<file path="config.mk">
export PLATFORM = sky130hd
export DESIGN_NAME = toy_isa_execute_unit_flat
export DESIGN_NICKNAME = d
export VERILOG_FILES = /design/src/rtl/core/tie_pkg.sv /design/src/rtl/core/tie_ifs.sv /design/src/rtl/core/tie_front.sv /design/src/rtl/core/tie_back.sv /design/src/rtl/core/toy_isa_execute_unit.sv /design/src/flat_wrapper.sv
export SDC_FILE = /design/constraint.sdc
export NUM_CORES = 2
export LEC_CHECK = 0
export BUFFER_PORTS_ARGS = -buffer_cell sky130_fd_sc_hd__buf_4
export CORE_MARGIN = 2
export CORE_UTILIZATION = 62
export DETAILED_ROUTE_END_ITERATION = 10
export PLACE_DENSITY_LB_ADDON = 0.08
export SYNTH_ARGS = -nofsm -noshare
export SYNTH_HDL_FRONTEND = slang
export SYNTH_SLANG_ARGS = --single-unit
</file>
<file path="constraint.sdc">
create_clock -name i_clk -period 23.4 [get_ports i_clk]
set_clock_uncertainty 0.05 [all_clocks]
set_input_delay 1.17 -clock i_clk [delete_from_list [all_inputs] [get_ports i_clk]]
set_output_delay 1.17 -clock i_clk [all_outputs]
set_load 0.005 [all_outputs]
</file>
<file path="src/rtl/core/tie_pkg.sv">
// shared types and codes of the execute unit
package tie_pkg;

    localparam int ImmWidth = 32;

    localparam logic [3:0] CMD_ADD  = 4'd0;
    localparam logic [3:0] CMD_SUB  = 4'd1;
    localparam logic [3:0] CMD_MUL  = 4'd2;
    localparam logic [3:0] CMD_DIV  = 4'd3;
    localparam logic [3:0] CMD_MOVE = 4'd4;
    localparam logic [3:0] CMD_CMP  = 4'd5;
    localparam logic [3:0] CMD_GCD  = 4'd6;
    localparam logic [3:0] CMD_JUMP = 4'd7;
    localparam logic [3:0] CMD_BEQ  = 4'd8;

    localparam logic [2:0] ST_OK       = 3'd0;
    localparam logic [2:0] ST_BAD_OP   = 3'd1;
    localparam logic [2:0] ST_DIV_ZERO = 3'd2;
    localparam logic [2:0] ST_GCD_ARG  = 3'd3;
    localparam logic [2:0] ST_MOVE_IMM = 3'd4;

    // one classified instruction waiting in the queue
    typedef struct packed {
        logic [3:0]                 cmd;
        logic                       a_from_reg;
        logic [3:0]                 a_reg;
        logic signed [ImmWidth-1:0] a_imm;
        logic                       b_from_reg;
        logic [3:0]                 b_reg;
        logic signed [ImmWidth-1:0] b_imm;
        logic [2:0]                 err;
    } t_entry;

endpackage

</file>
<file path="src/rtl/core/tie_ifs.sv">
// instruction and result channel interfaces
interface tie_cmd_if;
    logic               valid;
    logic               ready;
    logic [3:0]         cmd;
    logic               a_from_reg;
    logic [3:0]         a_reg;
    logic signed [31:0] a_imm;
    logic               b_from_reg;
    logic [3:0]         b_reg;
    logic signed [31:0] b_imm;

    modport source (output valid, cmd, a_from_reg, a_reg, a_imm, b_from_reg, b_reg, b_imm,
                    input ready);
    modport sink (input valid, cmd, a_from_reg, a_reg, a_imm, b_from_reg, b_reg, b_imm,
                  output ready);
endinterface

interface tie_res_if;
    logic               valid;
    logic               ready;
    logic signed [31:0] acc_value;
    logic [3:0]         written_reg;
    logic               wrote;
    logic               jump_taken;
    logic signed [31:0] jump_target;
    logic [2:0]         status;

    modport source (output valid, acc_value, written_reg, wrote, jump_taken, jump_target,
                    status, input ready);
    modport sink (input valid, acc_value, written_reg, wrote, jump_taken, jump_target,
                  status, output ready);
endinterface

</file>
<file path="src/rtl/core/tie_front.sv">
// front end: accepts instructions, flags static errors, two-entry queue
module tie_front
    import tie_pkg::*;
(
    input  logic   i_clk,
    input  logic   i_rst_n,
    tie_cmd_if.sink i_cmd_if,
    output logic   o_q_valid,
    output t_entry o_q_entry,
    input  logic   i_q_pop
);

    t_entry     r_q [2];
    logic       r_wp;
    logic       r_rp;
    logic [1:0] r_cnt;
    t_entry     w_in;
    logic       w_push;

    always_comb begin
        w_in.cmd        = i_cmd_if.cmd;
        w_in.a_from_reg = i_cmd_if.a_from_reg;
        w_in.a_reg      = i_cmd_if.a_reg;
        w_in.a_imm      = i_cmd_if.a_imm;
        w_in.b_from_reg = i_cmd_if.b_from_reg;
        w_in.b_reg      = i_cmd_if.b_reg;
        w_in.b_imm      = i_cmd_if.b_imm;
        if (i_cmd_if.cmd > CMD_BEQ) begin
            w_in.err = ST_BAD_OP;
        end else if (i_cmd_if.cmd == CMD_MOVE && !i_cmd_if.a_from_reg) begin
            w_in.err = ST_MOVE_IMM;
        end else begin
            w_in.err = ST_OK;
        end
    end

    // no transaction is taken while reset is held
    assign i_cmd_if.ready = i_rst_n && (r_cnt != 2'd2);
    assign w_push         = i_cmd_if.valid && i_cmd_if.ready;
    assign o_q_valid      = (r_cnt != 2'd0);
    assign o_q_entry      = r_q[r_rp];

    always_ff @(posedge i_clk) begin
        if (w_push) begin
            r_q[r_wp] <= w_in;
        end
        if (!i_rst_n) begin
            r_wp  <= 1'b0;
            r_rp  <= 1'b0;
            r_cnt <= 2'd0;
        end else begin
            if (w_push) begin
                r_wp <= ~r_wp;
            end
            if (i_q_pop) begin
                r_rp <= ~r_rp;
            end
            r_cnt <= r_cnt + 2'(w_push) - 2'(i_q_pop);
        end
    end

endmodule

</file>
<file path="src/rtl/core/tie_back.sv">
// back end: register file, iterative multiply, divide and gcd, result register
module tie_back
    import tie_pkg::*;
#(
    parameter int REG_COUNT  = 10,
    parameter int DATA_WIDTH = 32
) (
    input  logic      i_clk,
    input  logic      i_rst_n,
    input  logic      i_q_valid,
    input  t_entry    i_q_entry,
    output logic      o_q_pop,
    tie_res_if.source o_res_if
);

    localparam int IW = $clog2(REG_COUNT);
    localparam int CW = $clog2(DATA_WIDTH);

    localparam logic [2:0] S_IDLE = 3'd0;
    localparam logic [2:0] S_EXEC = 3'd1;
    localparam logic [2:0] S_MUL  = 3'd2;
    localparam logic [2:0] S_DIV  = 3'd3;
    localparam logic [2:0] S_GCD  = 3'd4;
    localparam logic [2:0] S_FIN  = 3'd5;

    logic [DATA_WIDTH-1:0] r_mem [REG_COUNT];
    logic [REG_COUNT-1:0]  r_vld;
    logic [DATA_WIDTH-1:0] r_acc;

    logic [2:0]            r_st;
    t_entry                r_e;
    logic [DATA_WIDTH-1:0] r_rda, r_rdb;
    logic                  r_a_ok, r_b_ok;
    logic [DATA_WIDTH-1:0] r_x, r_y, r_rem, r_res;
    logic [CW-1:0]         r_cnt;
    logic                  r_neg;
    logic                  r_wr_en;
    logic [3:0]            r_wr_idx;
    logic                  r_taken;
    logic [31:0]           r_target;
    logic [2:0]            r_status;

    logic                  r_ov;
    logic [31:0]           r_o_acc, r_o_tgt;
    logic [3:0]            r_o_idx;
    logic                  r_o_wrote, r_o_taken;
    logic [2:0]            r_o_status;

    logic [DATA_WIDTH-1:0] w_a, w_b, w_ma, w_mb, w_a_imm;
    logic [DATA_WIDTH:0]   w_rem2;
    logic                  w_ge, w_fin_go;
    logic                  w_a_in, w_b_in, w_mv_in;
    logic [DATA_WIDTH-1:0] w_qd;

    function automatic logic in_range(input logic [3:0] idx);
        in_range = (32'(idx) < REG_COUNT);
    endfunction

    assign w_a_imm = DATA_WIDTH'(r_e.a_imm);
    assign w_a  = r_e.a_from_reg ? (r_a_ok ? r_rda : '0) : w_a_imm;
    assign w_b  = r_e.b_from_reg ? (r_b_ok ? r_rdb : '0) : DATA_WIDTH'(r_e.b_imm);
    assign w_ma = w_a[DATA_WIDTH-1] ? (~w_a + 1'b1) : w_a;
    assign w_mb = w_b[DATA_WIDTH-1] ? (~w_b + 1'b1) : w_b;
    assign w_mv_in = in_range(r_e.a_reg);

    assign w_a_in = in_range(i_q_entry.a_reg);
    assign w_b_in = in_range(i_q_entry.b_reg);

    // restoring divide step, quotient bits shift into r_x
    assign w_rem2 = {r_rem, r_x[DATA_WIDTH-1]};
    assign w_ge   = (w_rem2 >= {1'b0, r_y});
    assign w_qd   = {r_x[DATA_WIDTH-2:0], w_ge};

    assign o_q_pop  = (r_st == S_IDLE) && i_q_valid;
    assign w_fin_go = (r_st == S_FIN) && (!r_ov || o_res_if.ready);

    always_ff @(posedge i_clk) begin
        if (o_q_pop) begin
            r_e    <= i_q_entry;
            r_rda  <= r_mem[i_q_entry.a_reg[IW-1:0]];
            r_rdb  <= r_mem[i_q_entry.b_reg[IW-1:0]];
            r_a_ok <= w_a_in && r_vld[i_q_entry.a_reg[IW-1:0]];
            r_b_ok <= w_b_in && r_vld[i_q_entry.b_reg[IW-1:0]];
        end
        if (w_fin_go && r_wr_en) begin
            r_mem[r_wr_idx[IW-1:0]] <= r_res;
        end
        if (w_fin_go) begin
            r_o_acc    <= 32'((r_wr_en && r_wr_idx == 4'd0) ? r_res : r_acc);
            r_o_idx    <= r_wr_en ? r_wr_idx : 4'd0;
            r_o_wrote  <= r_wr_en;
            r_o_taken  <= r_taken;
            r_o_tgt    <= r_taken ? r_target : 32'd0;
            r_o_status <= r_status;
        end

        case (r_st)
            S_EXEC: begin
                r_cnt <= '0;
                r_wr_idx <= 4'd0;
                r_target <= 32'(r_e.a_imm);
                case (r_e.cmd)
                    CMD_ADD: r_res <= w_a + w_b;
                    CMD_SUB: r_res <= w_a - w_b;
                    CMD_MUL: begin
                        r_res <= '0;
                        r_x   <= w_a;
                        r_y   <= w_b;
                    end
                    CMD_DIV: begin
                        r_x   <= w_ma;
                        r_y   <= w_mb;
                        r_rem <= '0;
                        r_neg <= w_a[DATA_WIDTH-1] ^ w_b[DATA_WIDTH-1];
                    end
                    CMD_MOVE: begin
                        r_res    <= w_b;
                        r_wr_idx <= r_e.a_reg;
                    end
                    CMD_CMP: begin
                        if ($signed(w_a) > $signed(w_b)) begin
                            r_res <= DATA_WIDTH'(1);
                        end else if (w_a == w_b) begin
                            r_res <= '0;
                        end else begin
                            r_res <= '1;
                        end
                    end
                    CMD_GCD: begin
                        r_x <= w_a;
                        r_y <= w_b;
                    end
                    CMD_BEQ: r_target <= 32'(r_e.b_imm);
                    default: r_res <= '0;
                endcase
            end
            S_MUL: begin
                if (r_y[0]) begin
                    r_res <= r_res + r_x;
                end
                r_x   <= r_x << 1;
                r_y   <= r_y >> 1;
                r_cnt <= r_cnt + 1'b1;
            end
            S_DIV: begin
                r_rem <= w_ge ? DATA_WIDTH'(w_rem2 - {1'b0, r_y}) : DATA_WIDTH'(w_rem2);
                r_x   <= w_qd;
                r_cnt <= r_cnt + 1'b1;
                if (r_cnt == CW'(DATA_WIDTH - 1)) begin
                    r_res <= r_neg ? (~w_qd + 1'b1) : w_qd;
                end
            end
            S_GCD: begin
                // binary gcd, common factors of two counted in r_cnt
                if (r_x == r_y) begin
                    r_res <= r_x << r_cnt;
                end else if (!r_x[0] && !r_y[0]) begin
                    r_x   <= r_x >> 1;
                    r_y   <= r_y >> 1;
                    r_cnt <= r_cnt + 1'b1;
                end else if (!r_x[0]) begin
                    r_x <= r_x >> 1;
                end else if (!r_y[0]) begin
                    r_y <= r_y >> 1;
                end else if (r_x > r_y) begin
                    r_x <= (r_x - r_y) >> 1;
                end else begin
                    r_y <= (r_y - r_x) >> 1;
                end
            end
            default: ;
        endcase

        if (!i_rst_n) begin
            r_st     <= S_IDLE;
            r_vld    <= '0;
            r_acc    <= '0;
            r_ov     <= 1'b0;
            r_wr_en  <= 1'b0;
            r_taken  <= 1'b0;
            r_status <= ST_OK;
        end else begin
            if (o_res_if.valid && o_res_if.ready) begin
                r_ov <= 1'b0;
            end
            case (r_st)
                S_IDLE: begin
                    if (i_q_valid) begin
                        r_st <= S_EXEC;
                    end
                end
                S_EXEC: begin
                    r_wr_en  <= 1'b0;
                    r_taken  <= 1'b0;
                    r_status <= r_e.err;
                    r_st     <= S_FIN;
                    if (r_e.err == ST_OK) begin
                        case (r_e.cmd)
                            CMD_ADD, CMD_SUB, CMD_CMP: r_wr_en <= 1'b1;
                            CMD_MUL: begin
                                r_wr_en <= 1'b1;
                                r_st    <= S_MUL;
                            end
                            CMD_DIV: begin
                                if (w_b == '0) begin
                                    r_status <= ST_DIV_ZERO;
                                end else begin
                                    r_wr_en <= 1'b1;
                                    r_st    <= S_DIV;
                                end
                            end
                            CMD_MOVE: r_wr_en <= w_mv_in;
                            CMD_GCD: begin
                                if ($signed(w_a) <= 0 || $signed(w_b) <= 0) begin
                                    r_status <= ST_GCD_ARG;
                                end else begin
                                    r_wr_en <= 1'b1;
                                    r_st    <= S_GCD;
                                end
                            end
                            CMD_JUMP: r_taken <= 1'b1;
                            CMD_BEQ:  r_taken <= (r_acc == w_a_imm);
                            default:  r_status <= ST_BAD_OP;
                        endcase
                    end
                end
                S_MUL, S_DIV: begin
                    if (r_cnt == CW'(DATA_WIDTH - 1)) begin
                        r_st <= S_FIN;
                    end
                end
                S_GCD: begin
                    if (r_x == r_y) begin
                        r_st <= S_FIN;
                    end
                end
                S_FIN: begin
                    if (w_fin_go) begin
                        r_ov <= 1'b1;
                        r_st <= S_IDLE;
                        if (r_wr_en) begin
                            r_vld[r_wr_idx[IW-1:0]] <= 1'b1;
                            if (r_wr_idx == 4'd0) begin
                                r_acc <= r_res;
                            end
                        end
                    end
                end
                default: r_st <= S_IDLE;
            endcase
        end
    end

    assign o_res_if.valid       = r_ov;
    assign o_res_if.acc_value   = r_o_acc;
    assign o_res_if.written_reg = r_o_idx;
    assign o_res_if.wrote       = r_o_wrote;
    assign o_res_if.jump_taken  = r_o_taken;
    assign o_res_if.jump_target = r_o_tgt;
    assign o_res_if.status      = r_o_status;

endmodule

</file>
<file path="src/rtl/core/toy_isa_execute_unit.sv">
// top level of the execute unit
// Executes one decoded instruction per transaction against REG_COUNT registers of
// DATA_WIDTH bits and returns one result transaction per instruction, in order. A
// two-entry queue decouples acceptance from execution. add, sub, compare, move,
// jump and branch pass through the back end's idle, execute and finish states;
// multiply and divide run one bit per cycle; gcd uses a binary gcd loop of one
// step per cycle. The register file is
// read once per instruction through registered reads, and the back end holds one
// instruction at a time, so it takes no new one until the last has finished.
module toy_isa_execute_unit
    import tie_pkg::*;
#(
    parameter int REG_COUNT  = 10,
    parameter int DATA_WIDTH = 32
) (
    input  logic      i_clk,
    input  logic      i_rst_n,
    tie_cmd_if.sink   i_cmd_if,
    tie_res_if.source o_res_if
);

    logic   w_q_valid;
    t_entry w_q_entry;
    logic   w_q_pop;

    tie_front u_front (
        .i_clk     (i_clk),
        .i_rst_n   (i_rst_n),
        .i_cmd_if  (i_cmd_if),
        .o_q_valid (w_q_valid),
        .o_q_entry (w_q_entry),
        .i_q_pop   (w_q_pop)
    );

    tie_back #(
        .REG_COUNT  (REG_COUNT),
        .DATA_WIDTH (DATA_WIDTH)
    ) u_back (
        .i_clk     (i_clk),
        .i_rst_n   (i_rst_n),
        .i_q_valid (w_q_valid),
        .i_q_entry (w_q_entry),
        .o_q_pop   (w_q_pop),
        .o_res_if  (o_res_if)
    );

endmodule
</file>
<file path="src/flat_wrapper.sv">
// flat-port wrapper written by rule: the top's interface ports become plain ports
module toy_isa_execute_unit_flat import tie_pkg::*;
#(
    parameter int REG_COUNT  = 10,
    parameter int DATA_WIDTH = 32
)
  (i_clk, i_rst_n, i_cmd_if_valid, i_cmd_if_cmd, i_cmd_if_a_from_reg, i_cmd_if_a_reg, i_cmd_if_a_imm, i_cmd_if_b_from_reg, i_cmd_if_b_reg, i_cmd_if_b_imm, i_cmd_if_ready, o_res_if_valid, o_res_if_acc_value, o_res_if_written_reg, o_res_if_wrote, o_res_if_jump_taken, o_res_if_jump_target, o_res_if_status, o_res_if_ready);
  tie_cmd_if i_cmd_if_i ();
  tie_res_if o_res_if_i ();
  input  logic i_clk;
  input  logic i_rst_n;
  input wire logic [$bits(i_cmd_if_i.valid)-1:0] i_cmd_if_valid;
  input wire logic [$bits(i_cmd_if_i.cmd)-1:0] i_cmd_if_cmd;
  input wire logic [$bits(i_cmd_if_i.a_from_reg)-1:0] i_cmd_if_a_from_reg;
  input wire logic [$bits(i_cmd_if_i.a_reg)-1:0] i_cmd_if_a_reg;
  input wire logic [$bits(i_cmd_if_i.a_imm)-1:0] i_cmd_if_a_imm;
  input wire logic [$bits(i_cmd_if_i.b_from_reg)-1:0] i_cmd_if_b_from_reg;
  input wire logic [$bits(i_cmd_if_i.b_reg)-1:0] i_cmd_if_b_reg;
  input wire logic [$bits(i_cmd_if_i.b_imm)-1:0] i_cmd_if_b_imm;
  output wire logic [$bits(i_cmd_if_i.ready)-1:0] i_cmd_if_ready;
  output wire logic [$bits(o_res_if_i.valid)-1:0] o_res_if_valid;
  output wire logic [$bits(o_res_if_i.acc_value)-1:0] o_res_if_acc_value;
  output wire logic [$bits(o_res_if_i.written_reg)-1:0] o_res_if_written_reg;
  output wire logic [$bits(o_res_if_i.wrote)-1:0] o_res_if_wrote;
  output wire logic [$bits(o_res_if_i.jump_taken)-1:0] o_res_if_jump_taken;
  output wire logic [$bits(o_res_if_i.jump_target)-1:0] o_res_if_jump_target;
  output wire logic [$bits(o_res_if_i.status)-1:0] o_res_if_status;
  input wire logic [$bits(o_res_if_i.ready)-1:0] o_res_if_ready;
  assign i_cmd_if_i.valid = i_cmd_if_valid;
  assign i_cmd_if_i.cmd = i_cmd_if_cmd;
  assign i_cmd_if_i.a_from_reg = i_cmd_if_a_from_reg;
  assign i_cmd_if_i.a_reg = i_cmd_if_a_reg;
  assign i_cmd_if_i.a_imm = i_cmd_if_a_imm;
  assign i_cmd_if_i.b_from_reg = i_cmd_if_b_from_reg;
  assign i_cmd_if_i.b_reg = i_cmd_if_b_reg;
  assign i_cmd_if_i.b_imm = i_cmd_if_b_imm;
  assign i_cmd_if_ready = i_cmd_if_i.ready;
  assign o_res_if_valid = o_res_if_i.valid;
  assign o_res_if_acc_value = o_res_if_i.acc_value;
  assign o_res_if_written_reg = o_res_if_i.written_reg;
  assign o_res_if_wrote = o_res_if_i.wrote;
  assign o_res_if_jump_taken = o_res_if_i.jump_taken;
  assign o_res_if_jump_target = o_res_if_i.jump_target;
  assign o_res_if_status = o_res_if_i.status;
  assign o_res_if_i.ready = o_res_if_ready;
  toy_isa_execute_unit #(.REG_COUNT(REG_COUNT), .DATA_WIDTH(DATA_WIDTH)) u_core (.i_clk(i_clk), .i_rst_n(i_rst_n), .i_cmd_if(i_cmd_if_i), .o_res_if(o_res_if_i));
endmodule
</file>
-- Word level (Yosys, flattened, before mapping)
Memory sizes are Yosys's and may differ from the RTL's. A register that Yosys moved wholly into a read port is not among the register bits.
Cells that the tools add are included.
- memories kept: 2
- word-level logic and storage cells: 220
- bits in writable memories: 482
- latch bits: 0
- memory bits (read-only): 0
- bits in registers: 377
- memories (name ; words ; width ; rd ports ; clocked after Yosys merged registers in ; wr ports ; line ; RTL):
    u_core.u_back.r_mem ; 10 ; 32 ; 2 ; 2 ; 1 ; tie_back.sv:26 ; logic [DATA_WIDTH-1:0] r_mem [REG_COUNT];
    u_core.u_front.r_q ; 2 ; 81 ; 1 ; 1 ; 1 ; tie_front.sv:13 ; t_entry r_q [2];
- add/sub/neg operators: 12
- muxes and demuxes: 72
- equal/unequal tests: 34
- multipliers: 0
- bitwise gates (word level): 7
- divide/modulo/power cells: 0
- shifts and indexed selects: 1
- $lt $le $gt $ge: 13
- reduce and logical (&&, ||, !) cells: 44
- operators by type and width (cell ; count):
    32-bit 2-to-1 mux ; 26
    32-bit case mux with 4 select lines ; 2
    32-bit case mux with 2 select lines ; 3
    32-bit case mux with 5 select lines ; 1
    32-bit subtractor ; 4
    32-bit by 1-bit adder with 32-bit output (second input constant) ; 3
    32-bit == test ; 3
    32-bit inverter ; 3
    32-bit case mux with 3 select lines ; 1
    32-bit adder ; 2
    32-bit > comparator ; 2
    32-bit by 1-bit <= comparator with 1-bit output (second input constant) ; 2
    33-bit by 32-bit greater-or-equal comparator with 1-bit output ; 1
    3-bit 2-to-1 mux ; 11
    32-bit logical NOT ; 1
    32-bit by 5-bit left shift with 32-bit output ; 1
    4-bit by 3-bit == test with 1-bit output (second input constant) ; 5
    2-bit != test (second input constant) ; 9
    3-bit case mux with 3 select lines ; 2
    1-bit 2-to-1 mux ; 17
    4-bit by 5-bit < comparator with 1-bit output (second input constant) ; 3
    3-bit case mux with 5 select lines ; 1
    5-bit case mux with 3 select lines ; 1
    5-bit AND reduction ; 3
    other kinds (40) ; 76

-- Logic depth before layout (Yosys ltp)
- depth in word-level cells: 8
- gate-level depth with buffers: 20
- gate-level depth less buffers: 17

-- Hierarchy
Synthesis repeated with hierarchy kept, for this count alone.
- cells, all modules: 4571
- area, all modules: 53699.0 µm²
- by module, submodules not included (module ; seq. area each (µm²) ; instances ; area each (µm²) ; cells each):
    tie_back ; 22221.3 ; 1 ; 47259.1 ; 4292
    tie_front ; 4904.7 ; 1 ; 6439.9 ; 279

-- Worst setup path before layout
Ideal clock, no wire load.
- kind: register -> register
- start point: register u_core.u_back.r_st[2]
- end point: register u_core.u_front.r_cnt[0]
- arrival: 16.406 ns
- stages on the path, launching flop included: 8
- setup slack: 6.829 ns
- clock period less this slack: 16.571 ns
- setup time: 0.115 ns
- path through: dfxtp_1 > clkbuf_1 > clkbuf_1 > nor4_1 > ha_1 > inv_1 > ha_1 > and2_1
- word-level cells in the longest chain between the ends: 3
- RTL lines (item ; line ; RTL):
    start, declared ; tie_back.sv:30 ; logic [2:0] r_st;
    start signal, assigned ; tie_back.sv:175 ; r_st <= S_IDLE;
    start signal, assigned ; tie_back.sv:189 ; r_st <= S_EXEC;
    start signal, assigned ; tie_back.sv:196 ; r_st <= S_FIN;
    3-bit logical NOT ; tie_back.sv:74 ; assign o_q_pop = (r_st == S_IDLE) && i_q_valid;
    1-bit logical AND ; tie_back.sv:74 ;
    named net u_core.u_back.o_q_pop ; tie_back.sv:12 ; output logic o_q_pop,
    2-bit by 1-bit subtractor with 2-bit output ; tie_front.sv:58 ; r_cnt <= r_cnt + 2'(w_push) - 2'(i_q_pop);
    end signal, assigned ; tie_front.sv:58 ;
    end, declared ; tie_front.sv:16 ; logic [1:0] r_cnt;
The timed path passes the listed nets, and every way through them passes these cells.
A chain may end at the register's enable or synchronous reset.

-- Worst setup path after layout
- start point: register u_core.u_back.r_e[39] in the netlist's numbering
- end point: register u_core.u_back.r_res[30], data pin
- word-level cells in the longest chain between the ends: 6
- elaborated cells between the ends (all ways): 9
- those cells by class: 2 x add/sub; 1 x order compare; 1 x eq/ne; 5 x mux
- RTL lines (item ; line ; RTL):
    start, declared ; tie_back.sv:31 ; t_entry r_e;
    start signal, assigned ; tie_back.sv:79 ; r_e <= i_q_entry;
    32-bit 2-to-1 mux * ; tie_back.sv:61 ; assign w_b = r_e.b_from_reg ? (r_b_ok ? r_rdb : '0) : DATA_WIDTH'(r_e.b_imm);
    branches (longest 3 deep; another with 32-bit > comparator) ; - ;
    32-bit case mux with 5 select lines * ; tie_back.sv:102 ; case (r_e.cmd)
    32-bit case mux with 4 select lines * ; tie_back.sv:97 ; case (r_st)
    end signal, assigned ; tie_back.sv:103 ; CMD_ADD: r_res <= w_a + w_b;
    end signal, assigned ; tie_back.sv:104 ; CMD_SUB: r_res <= w_a - w_b;
    end signal, assigned ; tie_back.sv:117 ; r_res <= w_b;
    end, declared ; tie_back.sv:34 ; logic [DATA_WIDTH-1:0] r_x, r_y, r_rem, r_res;
Every way passes the cells marked *.

==> results.toml <==
[timing]
drv_slew = 0
slew_headroom_pct = 4.10
rsz0062_at_grt = "no"
whs_ps = 379
fin_crit_ps = 6000
fin_crit_sh_pct = 25.7
hold_violations = 0
setup_viol_count_final = 0
worstMarginPinSlew_ps = 1420
max_freq_mhz = 167
fin_tns_setup_ps = 0

[cts]
clk_pin_slew_ps = 60
clockRootBuffer = "clkbuf_16"
htreeDepth = 3
tritoncts = "built"
clockBufferDepth = 3
cts_buffers = 94
cts_setup_buffers = 0
insertion_delay_ps = 710
cts.sinks = 921
ctsResizeCount = 0
cts_hold_buf = 0

[yosys]
synth-async-reset-ratio_pct = 0
yosys.area_share.xor_xnor_pct = 4.10
avgSynthCellArea_sq_um = 10.8
synth_most_common_cell = "edfxtp_1"
synth_seq_area_share_pct = 50.7
yosys.area.top_type = "edfxtp_1"
synthTopCellsByCount = "edfxtp_1, nand2_1, a21oi_1"
synthTopCellsByArea = "edfxtp_1, nand2_1, ha_1"
synthDistinctLibCells = 100
syn_area_sq_mm = 0.0534
syn-num-nets = 5217
synthAdderAreaFrac_pct = 4.89
synth-main-ff-cell = "edfxtp_1"
yosysWarnings = 0
synth-simple-area-share_pct = 13.0
synth-edff-count = 865
synth-compound-area-share_pct = 15.8
netlist_instances = 4930
synth_top_family_by_area = "compound AO/OA/AOI/OAI gates"
ys_seq_elements = 921
yosysTopAreaCellShare_pct = 48.6
synthMuxAreaShare_pct = 7.82

[worst_setup_path]
crit_type = "reg2reg"
arrival_ps = 6410
start_kind = "flop"
required_ps = 23810
crit_path_end_kind = "flop"
crit_fanout = 42

[placement]
dp_cells = 6003
place_area_sq_mm = 0.0557
dp_hpwl_microns = 131000
gp_congestion = 1.05
io_buffers = 156

[routing]
vias_per_cell = 6.92
firstDrtPassIters = 8
wire_per_inst_microns = 30.0
dr.first_iter.drc_count = 6184
drcViolationCount = 0
ant_nets = 0
via_count = 42800
wl_microns = 186000

[floorplan]
die_h_microns = 298
ioPinCount = 157
coreArea_sq_mm = 0.0853
dieArea_sq_mm = 0.0885
die_x_microns = 298
start_util_pct = 62.6
rows = 107

[cells_and_area]
fin_cells = 6178
finish.utilization_pct = 69.2
nFillCells = 6114
syn_to_final_growth_pct = 10.5
nNetsFinal = 5242
drive_above_1_share_pct = 13.6
finalInstanceArea_sq_mm = 0.0590
largest_reg_flops = 320

[global_route]
antenna_found_initial = 8
grt_use_total_pct = 41.2
overflow = 0
grt_max_degree = 133
grt_pass1_vias = 40800
grt_pass1_wl_microns = 270000

[run]
max-cap-violations = 0

[power_and_ir_drop]
p_leak_uw = 0.0215
p_per_area_mw_per_mm2 = 148
peakVddDrop_mv = 0.0966

[min_path]
hold_path.class = "reg2reg"

[status]
status = "finished, final reports clean"
-- worst max-delay path, stage by stage (launching register included) --
cell	delay, ps
edfxtp_1	360
buf_4	290
and2_1	240
buf_4	270
a2bb2oi_1	740
inv_1	210
fa_1	440
nor2b_1	190
o21ai_0	200
a31oi_1	460
a21boi_0	380
o21ai_0	540
a31oi_1	230
o21ai_0	300
o221ai_1	180
a221o_1	370
a221o_1	320
-- path summary, 6_finish.rpt --
kind / from / endpoint / slack, ps / cells after the start
worst max-delay path: u_core.u_back.r_e[39] / u_core.u_back.r_res[30] / 17400 / 16
worst min-delay path: u_core.u_back.r_status[2] / u_core.u_back.o_res_if.status[2] / 380 / 0
worst max register to register: u_core.u_back.r_e[39] / u_core.u_back.r_res[30] / 17400 / 16
worst min register to register: u_core.u_back.r_status[2] / u_core.u_back.o_res_if.status[2] / 380 / 0
-- power by group --
group	internal [uW]	total [uW]	leakage (uW)	switching [uW]
combinational	1580	4390	0.0116	2820
clock	949	1620	0.00160	671
sequential	2280	2740	0.00837	463
-- area by class of cell --
class                           count  area [sq um]  area share, %
Sequential cell                   921         27100           45.9
Multi-Input combinational cell   3498         24600           41.7
Clock buffer                      115          2530           4.29
Timing Repair Buffer              241          1820           3.09
Tap cell                         1144          1430           2.42
Clock inverter                     58           764           1.29
Inverter                          199           751           1.27
Antenna cell                        2          5.00        0.00848
-- metrics by stage --
stage	total power, uW	setup slack, ps
finish	8750	17400
global route	9120	17160
CTS	8590	17470
detailed placement	6950	17500
global placement	6950	17670
floorplan	5590	6830
-- cell usage in the layout (no fill, tap or decap), types with 41 or more instances in the layout --
master	netlist	final
edfxtp_1	865	865
nand2_1	668	667
a21oi_1	295	294
o21ai_0	260	258
buf_4	1	240
ha_1	199	199
nor2_1	208	197
xnor2_1	196	196
inv_1	195	192
mux2_2	127	127
nand3_1	123	122
clkbuf_16	0	96
mux4_2	86	86
nor2b_1	86	84
mux2i_1	81	74
a21o_1	70	70
a311oi_1	70	70
a22oi_1	68	68
and3_1	68	67
nor3_1	70	67
a31oi_1	66	66
a211oi_1	66	66
and2_1	64	63
dfxtp_1	56	55
xor2_1	54	54
a21boi_0	41	41
-- per-layer routing --
layer / part of all wire (%) / vias to the layer above / GRT usage [%]
met3: 12 / 526 / 9.99
met4: 5.7 / 10 / 21.8
met5: 0.041 / - / 0
met1: 37 / 20700 / 54.5
li1: - / 18500 / -
met2: 45 / 3063 / 63.0
-- logic make-up (layout without fill, tap and decap cells) --
logic type	after synthesis	after routing
other	0	2
XOR/XNOR	250	250
buffers and inverters	511	613
multiplexers	294	294
flip-flops	921	921
AND/OR/NAND/NOR	1477	1477
adder cells (fa/ha/maj)	205	205
AO/OA/AOI/OAI	1272	1272
(Power assumes the default switching activity.)
